`src/hdl/ipe_pkg.sv`:
```
`timescale 1ns / 1ps
// ----------------------------------------------------------------------------
// ipe_pkg
// Shared widths, codes and controller/datapath interface types for the
// infix precedence evaluator.
// ----------------------------------------------------------------------------
package ipe_pkg;

    // arithmetic width of the accumulators and the divider
    localparam int VALUE_BITS = 32;
    localparam int CNT_BITS   = $clog2(VALUE_BITS);

    // port field widths
    localparam int DATA_BITS    = 32;
    localparam int OP_BITS      = 3;
    localparam int S_TDATA_BITS = ((DATA_BITS + OP_BITS + 7) / 8) * 8;
    localparam int M_TDATA_BITS = ((DATA_BITS + 7) / 8) * 8;

    // operator codes carried with each operand
    localparam logic [OP_BITS-1:0] OP_ADD = 3'd0;
    localparam logic [OP_BITS-1:0] OP_SUB = 3'd1;
    localparam logic [OP_BITS-1:0] OP_MUL = 3'd2;
    localparam logic [OP_BITS-1:0] OP_DIV = 3'd3;
    localparam logic [OP_BITS-1:0] OP_END = 3'd4;

    // pending operator of the open term
    typedef enum logic [1:0] {
        TERM_NONE,
        TERM_MUL,
        TERM_DIV
    } term_op_t;

    // controller to datapath
    typedef struct packed {
        logic load_in;
        logic term_pass;
        logic term_mul;
        logic div_start;
        logic term_div;
        logic apply;
    } ipe_cmd_t;

    // datapath to controller
    typedef struct packed {
        term_op_t term_op;
        logic     op_is_end;
        logic     div_done;
        logic     out_full;
    } ipe_status_t;

endpackage

```
`src/hdl/ipe_div.sv`:
```
`timescale 1ns / 1ps
// ----------------------------------------------------------------------------
// ipe_div
// Iterative radix-2 signed divider, one quotient bit per cycle, truncating
// toward zero. Result is valid in the cycle done is high.
// ----------------------------------------------------------------------------
module ipe_div (
    input  logic                           clk,
    input  logic                           rst_n,
    input  logic                           start,
    input  logic [ipe_pkg::VALUE_BITS-1:0] dividend,
    input  logic [ipe_pkg::VALUE_BITS-1:0] divisor,
    output logic                           done,
    output logic [ipe_pkg::VALUE_BITS-1:0] quotient
);

    localparam int VB = ipe_pkg::VALUE_BITS;
    localparam int CB = ipe_pkg::CNT_BITS;

    logic          busy_reg, busy_next;
    logic          done_reg, done_next;
    logic [CB-1:0] cnt_reg, cnt_next;
    logic [VB-1:0] rem_reg, rem_next;
    logic [VB-1:0] quo_reg, quo_next;
    logic [VB-1:0] dvs_reg, dvs_next;
    logic          neg_reg, neg_next;

    logic [VB:0]   rem_shift;
    logic [VB:0]   diff;
    logic          a_neg;
    logic          b_neg;

    // operand signs and one restoring step
    assign a_neg     = dividend[VB-1];
    assign b_neg     = divisor[VB-1];
    assign rem_shift = {rem_reg, quo_reg[VB-1]};
    assign diff      = rem_shift - {1'b0, dvs_reg};

    always_comb
    begin
        busy_next = busy_reg;
        done_next = 1'b0;
        cnt_next  = cnt_reg;
        rem_next  = rem_reg;
        quo_next  = quo_reg;
        dvs_next  = dvs_reg;
        neg_next  = neg_reg;
        if (start)
        begin
            busy_next = 1'b1;
            cnt_next  = '0;
            rem_next  = '0;
            quo_next  = a_neg ? (~dividend + 1'b1) : dividend;
            dvs_next  = b_neg ? (~divisor + 1'b1) : divisor;
            neg_next  = a_neg ^ b_neg;
        end
        else if (busy_reg)
        begin
            // keep the difference when it did not borrow
            if (!diff[VB])
            begin
                rem_next = diff[VB-1:0];
            end
            else
            begin
                rem_next = rem_shift[VB-1:0];
            end
            quo_next = {quo_reg[VB-2:0], ~diff[VB]};
            cnt_next = cnt_reg + 1'b1;
            if (cnt_reg == CB'(VB - 1))
            begin
                busy_next = 1'b0;
                done_next = 1'b1;
            end
        end
    end

    always_ff @(posedge clk or negedge rst_n)
    begin
        if (!rst_n)
        begin
            busy_reg <= 1'b0;
            done_reg <= 1'b0;
            cnt_reg  <= '0;
        end
        else
        begin
            busy_reg <= busy_next;
            done_reg <= done_next;
            cnt_reg  <= cnt_next;
        end
    end

    // payload registers
    always_ff @(posedge clk)
    begin
        rem_reg <= rem_next;
        quo_reg <= quo_next;
        dvs_reg <= dvs_next;
        neg_reg <= neg_next;
    end

    // restore the sign of the quotient
    assign done     = done_reg;
    assign quotient = neg_reg ? (~quo_reg + 1'b1) : quo_reg;

endmodule

```
`src/hdl/ipe_dp.sv`:
```
`timescale 1ns / 1ps
// ----------------------------------------------------------------------------
// ipe_dp
// Evaluator datapath: operand latch, running sum and open term, multiplier,
// divider and the output register of the result channel.
// ----------------------------------------------------------------------------
module ipe_dp (
    input  logic                          clk,
    input  logic                          rst_n,
    input  ipe_pkg::ipe_cmd_t             cmd,
    output ipe_pkg::ipe_status_t          status,
    input  logic [ipe_pkg::DATA_BITS-1:0] operand,
    input  logic [ipe_pkg::OP_BITS-1:0]   next_op,
    output logic [ipe_pkg::DATA_BITS-1:0] value,
    output logic                          div_by_zero,
    output logic                          out_valid,
    input  logic                          out_ready
);

    localparam int VB = ipe_pkg::VALUE_BITS;
    localparam int DB = ipe_pkg::DATA_BITS;
    localparam int OB = ipe_pkg::OP_BITS;

    logic [VB-1:0]     sum_acc_reg, sum_acc_next;
    logic              sum_sign_reg, sum_sign_next;
    logic [VB-1:0]     term_acc_reg, term_acc_next;
    ipe_pkg::term_op_t term_op_reg, term_op_next;
    logic              error_seen_reg, error_seen_next;
    logic [VB-1:0]     x_reg, x_next;
    logic [OB-1:0]     op_reg, op_next;
    logic [VB-1:0]     term_reg, term_next;
    logic [DB-1:0]     out_value_reg, out_value_next;
    logic              out_div_reg, out_div_next;
    logic              out_valid_reg, out_valid_next;

    logic [VB-1:0]     product;
    logic [VB-1:0]     sum_new;
    logic              div_done;
    logic [VB-1:0]     div_q;
    logic              op_is_end;

    ipe_div u_div (
        .clk      (clk),
        .rst_n    (rst_n),
        .start    (cmd.div_start),
        .dividend (term_acc_reg),
        .divisor  (x_reg),
        .done     (div_done),
        .quotient (div_q)
    );

    // low half of the term product and the next running sum
    assign product   = term_acc_reg * x_reg;
    assign sum_new   = sum_sign_reg ? (sum_acc_reg - term_reg) : (sum_acc_reg + term_reg);
    assign op_is_end = (op_reg != ipe_pkg::OP_ADD) && (op_reg != ipe_pkg::OP_SUB) &&
                       (op_reg != ipe_pkg::OP_MUL) && (op_reg != ipe_pkg::OP_DIV);

    always_comb
    begin
        sum_acc_next    = sum_acc_reg;
        sum_sign_next   = sum_sign_reg;
        term_acc_next   = term_acc_reg;
        term_op_next    = term_op_reg;
        error_seen_next = error_seen_reg;
        x_next          = x_reg;
        op_next         = op_reg;
        term_next       = term_reg;
        out_value_next  = out_value_reg;
        out_div_next    = out_div_reg;
        out_valid_next  = out_valid_reg;

        // result beat leaves
        if (out_valid_reg && out_ready)
        begin
            out_valid_next = 1'b0;
        end

        // latch the incoming beat
        if (cmd.load_in)
        begin
            x_next  = VB'($signed(operand));
            op_next = next_op;
        end

        // close the open term
        if (cmd.term_pass)
        begin
            term_next = x_reg;
        end
        if (cmd.term_mul)
        begin
            term_next = product;
        end
        if (cmd.term_div)
        begin
            if (x_reg == '0)
            begin
                term_next       = '0;
                error_seen_next = 1'b1;
            end
            else
            begin
                term_next = div_q;
            end
        end

        // act on the operator that follows the operand
        if (cmd.apply)
        begin
            priority if (op_reg == ipe_pkg::OP_ADD || op_reg == ipe_pkg::OP_SUB)
            begin
                sum_acc_next  = sum_new;
                sum_sign_next = op_reg[0];
                term_acc_next = '0;
                term_op_next  = ipe_pkg::TERM_NONE;
            end
            else if (op_reg == ipe_pkg::OP_MUL)
            begin
                term_acc_next = term_reg;
                term_op_next  = ipe_pkg::TERM_MUL;
            end
            else if (op_reg == ipe_pkg::OP_DIV)
            begin
                term_acc_next = term_reg;
                term_op_next  = ipe_pkg::TERM_DIV;
            end
            else
            begin
                out_value_next  = error_seen_reg ? '0 : DB'($signed(sum_new));
                out_div_next    = error_seen_reg;
                out_valid_next  = 1'b1;
                sum_acc_next    = '0;
                sum_sign_next   = 1'b0;
                term_acc_next   = '0;
                term_op_next    = ipe_pkg::TERM_NONE;
                error_seen_next = 1'b0;
            end
        end
    end

    always_ff @(posedge clk or negedge rst_n)
    begin
        if (!rst_n)
        begin
            sum_acc_reg    <= '0;
            sum_sign_reg   <= 1'b0;
            term_acc_reg   <= '0;
            term_op_reg    <= ipe_pkg::TERM_NONE;
            error_seen_reg <= 1'b0;
            out_valid_reg  <= 1'b0;
        end
        else
        begin
            sum_acc_reg    <= sum_acc_next;
            sum_sign_reg   <= sum_sign_next;
            term_acc_reg   <= term_acc_next;
            term_op_reg    <= term_op_next;
            error_seen_reg <= error_seen_next;
            out_valid_reg  <= out_valid_next;
        end
    end

    // payload registers
    always_ff @(posedge clk)
    begin
        x_reg         <= x_next;
        op_reg        <= op_next;
        term_reg      <= term_next;
        out_value_reg <= out_value_next;
        out_div_reg   <= out_div_next;
    end

    // status back to the controller
    assign status.term_op   = term_op_reg;
    assign status.op_is_end = op_is_end;
    assign status.div_done  = div_done;
    assign status.out_full  = out_valid_reg;

    assign value       = out_value_reg;
    assign div_by_zero = out_div_reg;
    assign out_valid   = out_valid_reg;

`ifndef SYNTH
    // an end beat leaves the evaluator cleared
    a_clear_after_end: assert property (@(posedge clk) disable iff (!rst_n)
        (cmd.apply && op_is_end) |=> (sum_acc_reg == '0 && !error_seen_reg &&
                                      term_op_reg == ipe_pkg::TERM_NONE))
        else $error("state not cleared after end of expression");

    // a division by zero forces the value to zero
    a_zero_on_error: assert property (@(posedge clk) disable iff (!rst_n)
        (out_valid_reg && out_div_reg) |-> (out_value_reg == '0))
        else $error("nonzero value with division by zero flag");

    // the quotient is taken only when the divider finishes
    a_div_taken_on_done: assert property (@(posedge clk) disable iff (!rst_n)
        cmd.term_div |-> div_done)
        else $error("quotient taken before divider done");
`endif

endmodule

```
`src/hdl/ipe_ctrl.sv`:
```
`timescale 1ns / 1ps
// ----------------------------------------------------------------------------
// ipe_ctrl
// Evaluator sequencer: takes one beat, closes the open term through the
// multiplier or the divider or passes the operand when no term is open, then applies the operator.
// ----------------------------------------------------------------------------
module ipe_ctrl (
    input  logic                 clk,
    input  logic                 rst_n,
    input  logic                 in_valid,
    output logic                 in_ready,
    input  ipe_pkg::ipe_status_t status,
    output ipe_pkg::ipe_cmd_t    cmd
);

    typedef enum logic [1:0] {
        S_IDLE,
        S_EVAL,
        S_DIV_WAIT,
        S_APPLY
    } state_t;

    state_t state_reg, state_next;

    always_comb
    begin
        state_next = state_reg;
        cmd        = '0;
        in_ready   = 1'b0;
        unique case (state_reg)
            S_IDLE:
            begin
                in_ready    = 1'b1;
                cmd.load_in = in_valid;
                if (in_valid)
                begin
                    state_next = S_EVAL;
                end
            end
            S_EVAL:
            begin
                // pick the unit that closes the term
                unique case (status.term_op)
                    ipe_pkg::TERM_MUL:
                    begin
                        cmd.term_mul = 1'b1;
                        state_next   = S_APPLY;
                    end
                    ipe_pkg::TERM_DIV:
                    begin
                        cmd.div_start = 1'b1;
                        state_next    = S_DIV_WAIT;
                    end
                    default:
                    begin
                        cmd.term_pass = 1'b1;
                        state_next    = S_APPLY;
                    end
                endcase
            end
            S_DIV_WAIT:
            begin
                if (status.div_done)
                begin
                    cmd.term_div = 1'b1;
                    state_next   = S_APPLY;
                end
            end
            S_APPLY:
            begin
                // an end beat waits for a free output register
                if (!(status.op_is_end && status.out_full))
                begin
                    cmd.apply  = 1'b1;
                    state_next = S_IDLE;
                end
            end
            default:
            begin
                state_next = S_IDLE;
            end
        endcase
    end

    always_ff @(posedge clk or negedge rst_n)
    begin
        if (!rst_n)
        begin
            state_reg <= S_IDLE;
        end
        else
        begin
            state_reg <= state_next;
        end
    end

endmodule

```
`src/hdl/infix_precedence_evaluator_unit.sv`:
```
`timescale 1ns / 1ps
// ----------------------------------------------------------------------------
// infix_precedence_evaluator_unit
// Evaluates a flat integer expression of + - * / with the usual precedence.
// ----------------------------------------------------------------------------
// Usage:
//   s_* channel: one beat per operand, carrying the operand and the operator
//   that follows it (add, subtract, multiply, divide, end; codes above end
//   act as end). m_* channel: one beat per end code with the 32-bit value
//   and a division-by-zero flag (value is then 0).
//   An input beat passes S_IDLE, S_EVAL and S_APPLY; when the open term
//   divides, it also waits in S_DIV_WAIT on the radix-2 divider, which
//   produces one quotient bit per cycle over 32 bits.
//   The end beat's term is closed into the term register, then S_APPLY
//   loads the result register that drives m_tvalid, holding while an
//   earlier result still waits.
//   A new expression may start while the previous result waits; only a
//   second end beat stalls until the waiting result is taken.
//   Reset (rst_n low) clears the sum, the open term, the error flag and any
//   waiting result; s_tready is high from the first cycle after reset.
//   A stall on m_tready holds the result and, at a second end beat, the input; no beat is lost.
// ----------------------------------------------------------------------------
module infix_precedence_evaluator_unit (
    input  logic                             clk,
    input  logic                             rst_n,
    input  logic                             s_tvalid,
    output logic                             s_tready,
    // [31:0] operand, [34:32] next_op, [39:35] zero
    input  logic [ipe_pkg::S_TDATA_BITS-1:0] s_tdata,
    output logic                             m_tvalid,
    input  logic                             m_tready,
    // [31:0] value
    output logic [ipe_pkg::M_TDATA_BITS-1:0] m_tdata,
    // [0] div_by_zero
    output logic                             m_tuser
);

    localparam int DB = ipe_pkg::DATA_BITS;
    localparam int OB = ipe_pkg::OP_BITS;

    ipe_pkg::ipe_cmd_t    cmd;
    ipe_pkg::ipe_status_t status;
    logic [DB-1:0]        value;

    ipe_ctrl u_ctrl (
        .clk      (clk),
        .rst_n    (rst_n),
        .in_valid (s_tvalid),
        .in_ready (s_tready),
        .status   (status),
        .cmd      (cmd)
    );

    ipe_dp u_dp (
        .clk         (clk),
        .rst_n       (rst_n),
        .cmd         (cmd),
        .status      (status),
        .operand     (s_tdata[DB-1:0]),
        .next_op     (s_tdata[DB+OB-1:DB]),
        .value       (value),
        .div_by_zero (m_tuser),
        .out_valid   (m_tvalid),
        .out_ready   (m_tready)
    );

    // value padded to whole bytes
    assign m_tdata = ipe_pkg::M_TDATA_BITS'(value);

endmodule
```
`config.mk`:
```
export PLATFORM = sky130hd
export DESIGN_NAME = infix_precedence_evaluator_unit
export DESIGN_NICKNAME = d
export VERILOG_FILES = /design/src/hdl/ipe_pkg.sv /design/src/hdl/ipe_div.sv /design/src/hdl/ipe_dp.sv /design/src/hdl/ipe_ctrl.sv /design/src/hdl/infix_precedence_evaluator_unit.sv
export SDC_FILE = /design/constraint.sdc
export NUM_CORES = 2
export LEC_CHECK = 0
export BUFFER_PORTS_ARGS = -buffer_cell sky130_fd_sc_hd__clkbuf_2
export CAP_MARGIN = 15
export CORE_MARGIN = 2
export CORE_UTILIZATION = 40
export DETAILED_ROUTE_END_ITERATION = 6
export PLACE_DENSITY_LB_ADDON = 0.1
export SYNTH_ARGS = -nofsm -noshare
export SYNTH_HDL_FRONTEND = slang
export SYNTH_HIERARCHICAL = 1
export SYNTH_SLANG_ARGS = --single-unit
```
`constraint.sdc`:
```
create_clock -name clk -period 7.8 [get_ports clk]
set_clock_uncertainty 0.05 [all_clocks]
set_input_delay 1.17 -clock clk [delete_from_list [all_inputs] [get_ports clk]]
set_output_delay 1.17 -clock clk [all_outputs]
set_load 0.01 [all_outputs]
```
; ---- Word-level counts from Yosys, hierarchy flattened
; Cells that the tools add are included.
[word_totals]
register_bits = 275
output_inout_bits = 35
elab_cells = 126
[classes]
n_addsub = 7
mul = 1
eq_ne = 17
n_mux = 57
bitwise_logic = 8
n_reduce_logical = 16
[ops]
columns = operator, n
row1 = two-way mux 32 bit, 16
row2 = "adder 32 x 1 -> 32 bit, second input constant", 3
row3 = NOT 32 bit, 3
row4 = subtractor 33 x 32 -> 33 bit, 1
row5 = adder 32 bit, 1
row6 = logical NOT 32 bit, 1
row7 = multiplier 32 x 32 -> 32 bit, 1
row8 = subtractor 32 bit, 1
row9 = two-way mux 31 bit, 1
row10 = two-way mux 1 bit, 30
row11 = two-way mux 2 bit, 6
row12 = two-way mux 5 bit, 2
row13 = case mux 2 bit (4 select lines), 1
row14 = "equality test 2 bit, second input constant", 3
row15 = "equality test 3 x 2 -> 1 bit, second input constant", 2
row16 = "inequality test 2 x 1 -> 1 bit, second input constant", 3
row17 = "inequality test 3 x 2 -> 1 bit, second input constant", 2
row18 = AND reduction 3 bit, 2
row19 = nonzero test 3 bit, 2
row20 = "adder 5 x 1 -> 5 bit, second input constant", 1
row21 = "equality test 5 bit, second input constant", 1
row22 = logical AND 1 bit, 5
row23 = "equality test 2 x 1 -> 1 bit, second input constant", 2
row24 = "inequality test 2 bit, second input constant", 2
row25 = 11 further kinds, 14

; ---- Depth between registers and ports, before layout
[depth]
depth_word = 8
mapped_depth = 27
depth_no_buf = 25

; ---- By module
; The synthesis kept the hierarchy.
[modules_own_cells]
columns = mod, n_inst, cells_per_inst, area_per_inst_um2, seq_area_each_um2
row1 = ipe_dp, 1, 2573, 24606.1, 4729.5
row2 = ipe_div, 1, 911, 7763.7, 2767.7
row3 = ipe_ctrl, 1, 26, 245.2, 50.0

; ---- Worst setup path before layout
; OpenSTA, ideal clock, no wires.
[synth_timing]
path_kind = flip-flop to flip-flop
startpoint = reg u_dp.x_reg[3]
endpoint = reg u_dp.term_reg[31], data pin
t_arrival_ns = 7.097
t_required_ns = 7.477
slack_ns = 0.380
stages_incl_launch_ff = 26
period_less_slack_ns = 7.420
path_cell_list = edfxtp_1 > clkbuf_1 > clkbuf_1 > and2_1 > fa_1 > inv_1 > fa_1 > fa_1 > fa_1 > inv_1 > fa_1 > inv_1 > fa_1 > inv_1 > fa_1 > fa_1 > ha_1 > a21o_1 > a221o_1 > or3_1 > a31o_2 > o211ai_1 > a21oi_1 > or3b_1 > nand3_1 > a22oi_1
[synth_between]
elab_chain_cells = 3
word_cells_on_any_way = 5
classes_between = 1 x mul / 3 x mux / 1 x reduce/logical
[synth_rtl]
columns = item, line
row1 = "start, declared", ipe_dp.sv:29  ; logic [VB-1:0] x_reg, x_next;
row2 = "start signal, assigned", ipe_dp.sv:166  ; x_reg <= x_next;
row3 = multiplier 32 x 32 -> 32 bit / logical NOT 32 bit (equally long branches), "ipe_dp.sv:53, ipe_dp.sv:96"
row4 = two-way mux 32 bit (on tied branches), "ipe_dp.sv:90, ipe_dp.sv:96"
row5 = two-way mux 32 bit (*), ipe_dp.sv:94  ; if (cmd.term_div)
row6 = via u_dp.term_next[31], ipe_dp.sv:31  ; logic [VB-1:0] term_reg, term_next;
row7 = "end signal, assigned", ipe_dp.sv:168  ; term_reg <= term_next;
row8 = "end, declared", ipe_dp.sv:31
; Mark *: on every way through the listed nets, which the timed path passes. The rest lies on a longest branch.
; A chain may end at the register's enable or synchronous reset.

; ---- Worst setup path after layout
[layout_timing]
startpoint = reg u_dp.x_reg[6]
endpoint = reg u_dp.term_reg[31], data pin
; Same word-level chain as after synthesis.

==> summary.md <==
| Metric | Value |
|---|---|
| Clock sinks | `275` |
| Arrival @ worst endpoint | `7.76 ns` |
| Routed Wire Length | `just under 100000 um` |
| Cell row count | `about 100` |
| Top Ports | `79` |
| Initial DRC count | `1441` |
| Clock-pin slew on the worst setup and hold paths | `0.06 ns` |
| Residual DRC | `0` |
| R2R cell count | `21` |
| Final design utilization | `between 40 and 50%` |
| Sequential fraction of the synthesis area | `23.1%` |
| Max-slew headroom | `25.5%` |
| Commonest non-fill, non-tap cell in the layout | `inv_1` |
| Setup slack at placement | `0.102 ns` |
| Total GRT Usage | `a little under a quarter` |
| Critical Path Start Type | `flop` |
| EDFF count, synth | `165` |
| H-tree Lvls | `2` |
| Reg2reg start | `u_dp/x_reg[6]$_DFFE_PP_` |
| Worst Setup End Kind | `flop` |
| Warnings, synthesis | `6` |
| Netlist cell types | `89` |
| Final setup TNS | `0 ns` |
| TritonRoute pass-1 iters | `7` |
| Worst setup margin | `between 0.2 and 0.3 ns` |
| Clock Latency Late Sink | `0.55 ns` |
| # setup viols final | `0` |
| PortBufs | `between 70 and 80` |
| Post-synth ARST share | `between 20% and 30%` |
| Synthesized Nets | `4162` |
| Initial antenna violation count | `1` |
| Worst Hold Class | `primary input to async pin` |
| DR WL/cell | `20.6 um` |
| Layout area overhead | `10.5%` |
| Reg2reg end | `u_dp/term_reg[31]$_DFFE_PP_` |
| CTS Hold Bufs | `0` |
| Commonest non-fill, non-tap cells in the layout | `inv_1 (466), fa_1 (410), nand2_1 (370), and2_1 (329), nor2_1 (220)` |
| Grt ovf | `0` |
| Pin count of the biggest net entering global routing | `73` |
| Fmax | `~130 MHz` |
| Worst Tran Pin Value | `~1.1 ns` |
| Nets | `4236` |
| Reg-to-reg slack, setup | `0.25 ns` |
| RSZ-0062 raised after global routing | `true` |
| Vias in the first global route | `26100` |
| Fin crit period | `~7.5 ns` |
| Filler cell count | `7946` |
| Register bit count reported by yosys | `around 280` |
| Number of routed nets with antenna violations | `0` |
| Core area | `between 80000 and 90000 um^2` |
| Layout cells sized above 1 | `8.89%` |
| Kind of critical path | `flop to flop` |
| Mapped Cells | `between 3000 and 4000` |
| CTS buffer count | `36` |
| Via count | `approximately 25000` |
| Post-DP HPWL | `76200 um` |
| Hold Vio Cnt, Final | `0` |
| Final slew viol count | `0` |
| Status | `finished clean` |
| Vias per inst | `about 5.3` |
| WP data required | `roughly 8.0 ns` |
| Die X | `290 um` |
| Mapped cell area | `32600 um^2` |
| Crit-path max FO | `10` |
| Global-route wire length before repair | `153000 um` |
| Max_cap viols | `0` |
| TritonCTS clock tree | `yes` |
| Die Height | `approximately 290 um` |
| Hold Worst Slack | `0.431 ns` |
| Bufs on Longest Clock Path | `3` |
| Period Utilization, post-route | `a little over nine tenths` |
| Root buf cell | `clkbuf_16` |
| GP Congestion | `0.891` |
| Avg Cell Area, Syn | `9.29 um^2` |
| Die Area | `83800 um^2` |
| Initial core utilization | `40.4%` |
| Main synth FF type | `edfxtp_1` |
[worst max-delay path, stage by stage, from the launching register on]
cell	delay, ns
edfxtp_1	0.60
and2_1	0.28
fa_1	0.53
fa_1	0.44
fa_1	0.52
inv_1	0.05
fa_1	0.47
inv_1	0.05
fa_1	0.48
fa_1	0.56
fa_1	0.45
fa_1	0.44
ha_1	0.34
and3_1	0.19
a221o_1	0.36
or3_1	0.32
a31o_2	0.24
o211ai_1	0.23
a21oi_1	0.12
or3b_1	0.35
nand3_1	0.10
a22oi_1	0.09
[stage by stage]
stage	cell area [um^2]	instances
after floorplan	32600	3510
after global placement	34700	4602
after detailed placement	34700	4602
after CTS	36000	4667
after global routing	36000	4671
final	36100	4672
[what timing repair did]
action                                  CTS  global route
endpoints found under the setup margin    0             7
resized for setup                         0             8
setup buffers                             0             4
[cell type report]
| type | count | area, um^2 | share of cell area [%] |
|---|---|---|---|
| clock buffer | 43 | 937 | 2.60 |
| tap | 1060 | 1330 | 3.68 |
| inverter | 469 | 1760 | 4.89 |
| clock inverter | 22 | 332 | 0.920 |
| timing repair buffer | 214 | 1480 | 4.10 |
| sequential | 275 | 7560 | 21.0 |
| multi-input combinational | 2588 | 22700 | 62.9 |
| antenna | 1 | 2.50 | 0.00694 |
[logic make-up (layout without fill, tap and decap cells)]
family	count (synthesis)	count (layout)	synth area share (%)
AO/OA/AOI/OAI	519	519	10.2
buffers and inverters	647	748	7.51
XOR/XNOR	249	249	6.79
other	0	1	0
AND/OR/NAND/NOR	1142	1142	17.5
adder cells (fa/ha/maj)	608	608	32.8
multiplexers	70	70	2.16
flip-flops	275	275	23.1
[worst max-delay path by stage]
stage	endpoint	from	depth (start not counted)	slack (ns)
2_1_floorplan	u_dp/term_reg[31]$_DFFE_PP_	u_dp/x_reg[3]$_DFFE_PP_	25	0.38
3_3_place_gp	u_dp/term_reg[31]$_DFFE_PP_	u_dp/x_reg[5]$_DFFE_PP_	23	0.17
3_5_place_dp	u_dp/term_reg[31]$_DFFE_PP_	u_dp/x_reg[5]$_DFFE_PP_	23	0.10
4_1_cts	u_dp/term_reg[31]$_DFFE_PP_	u_dp/x_reg[5]$_DFFE_PP_	23	0.09
5_1_grt	u_dp/term_reg[31]$_DFFE_PP_	u_dp/x_reg[2]$_DFFE_PP_	22	-0.02
6_report	u_dp/term_reg[31]$_DFFE_PP_	u_dp/x_reg[6]$_DFFE_PP_	21	0.25
[cells in the mapped netlist (16+ instances only)]
cell	instances	share of area (%)
inv_1	466	5.4
fa_1	410	25
nand2_1	370	4.3
and2_1	332	6.4
nor2_1	221	2.5
ha_1	198	7.6
xnor2_1	172	4.6
edfxtp_1	165	15
clkbuf_1	159	1.8
a21oi_1	154	2.4
o21ai_0	106	1.6
dfrtp_1	78	6.0
xor2_1	75	2.0
mux2i_1	66	2.0
a21o_1	41	0.94
a211oi_1	36	0.83
dfxtp_1	32	2.0
nor3_1	28	0.43
o31ai_1	28	0.64
nand3_1	27	0.41
nand2b_1	25	0.48
o22ai_1	24	0.46
or3_1	23	0.44
and3_1	20	0.38
nor4_1	19	0.36
o21a_1	18	0.41
nand4_1	16	0.31
[per-layer routing]
metal	wire length [um]	track usage [%]	share of wire (%)
met5	13	0	0.014
met4	3080	7.29	3.2
met3	3570	1.74	3.7
met2	46100	40.0	48
met1	43400	32.5	45
Power is left out: the tool's default activity adds up to more than one toggle a clock period on the data nets, which glitch-free logic cannot reach.
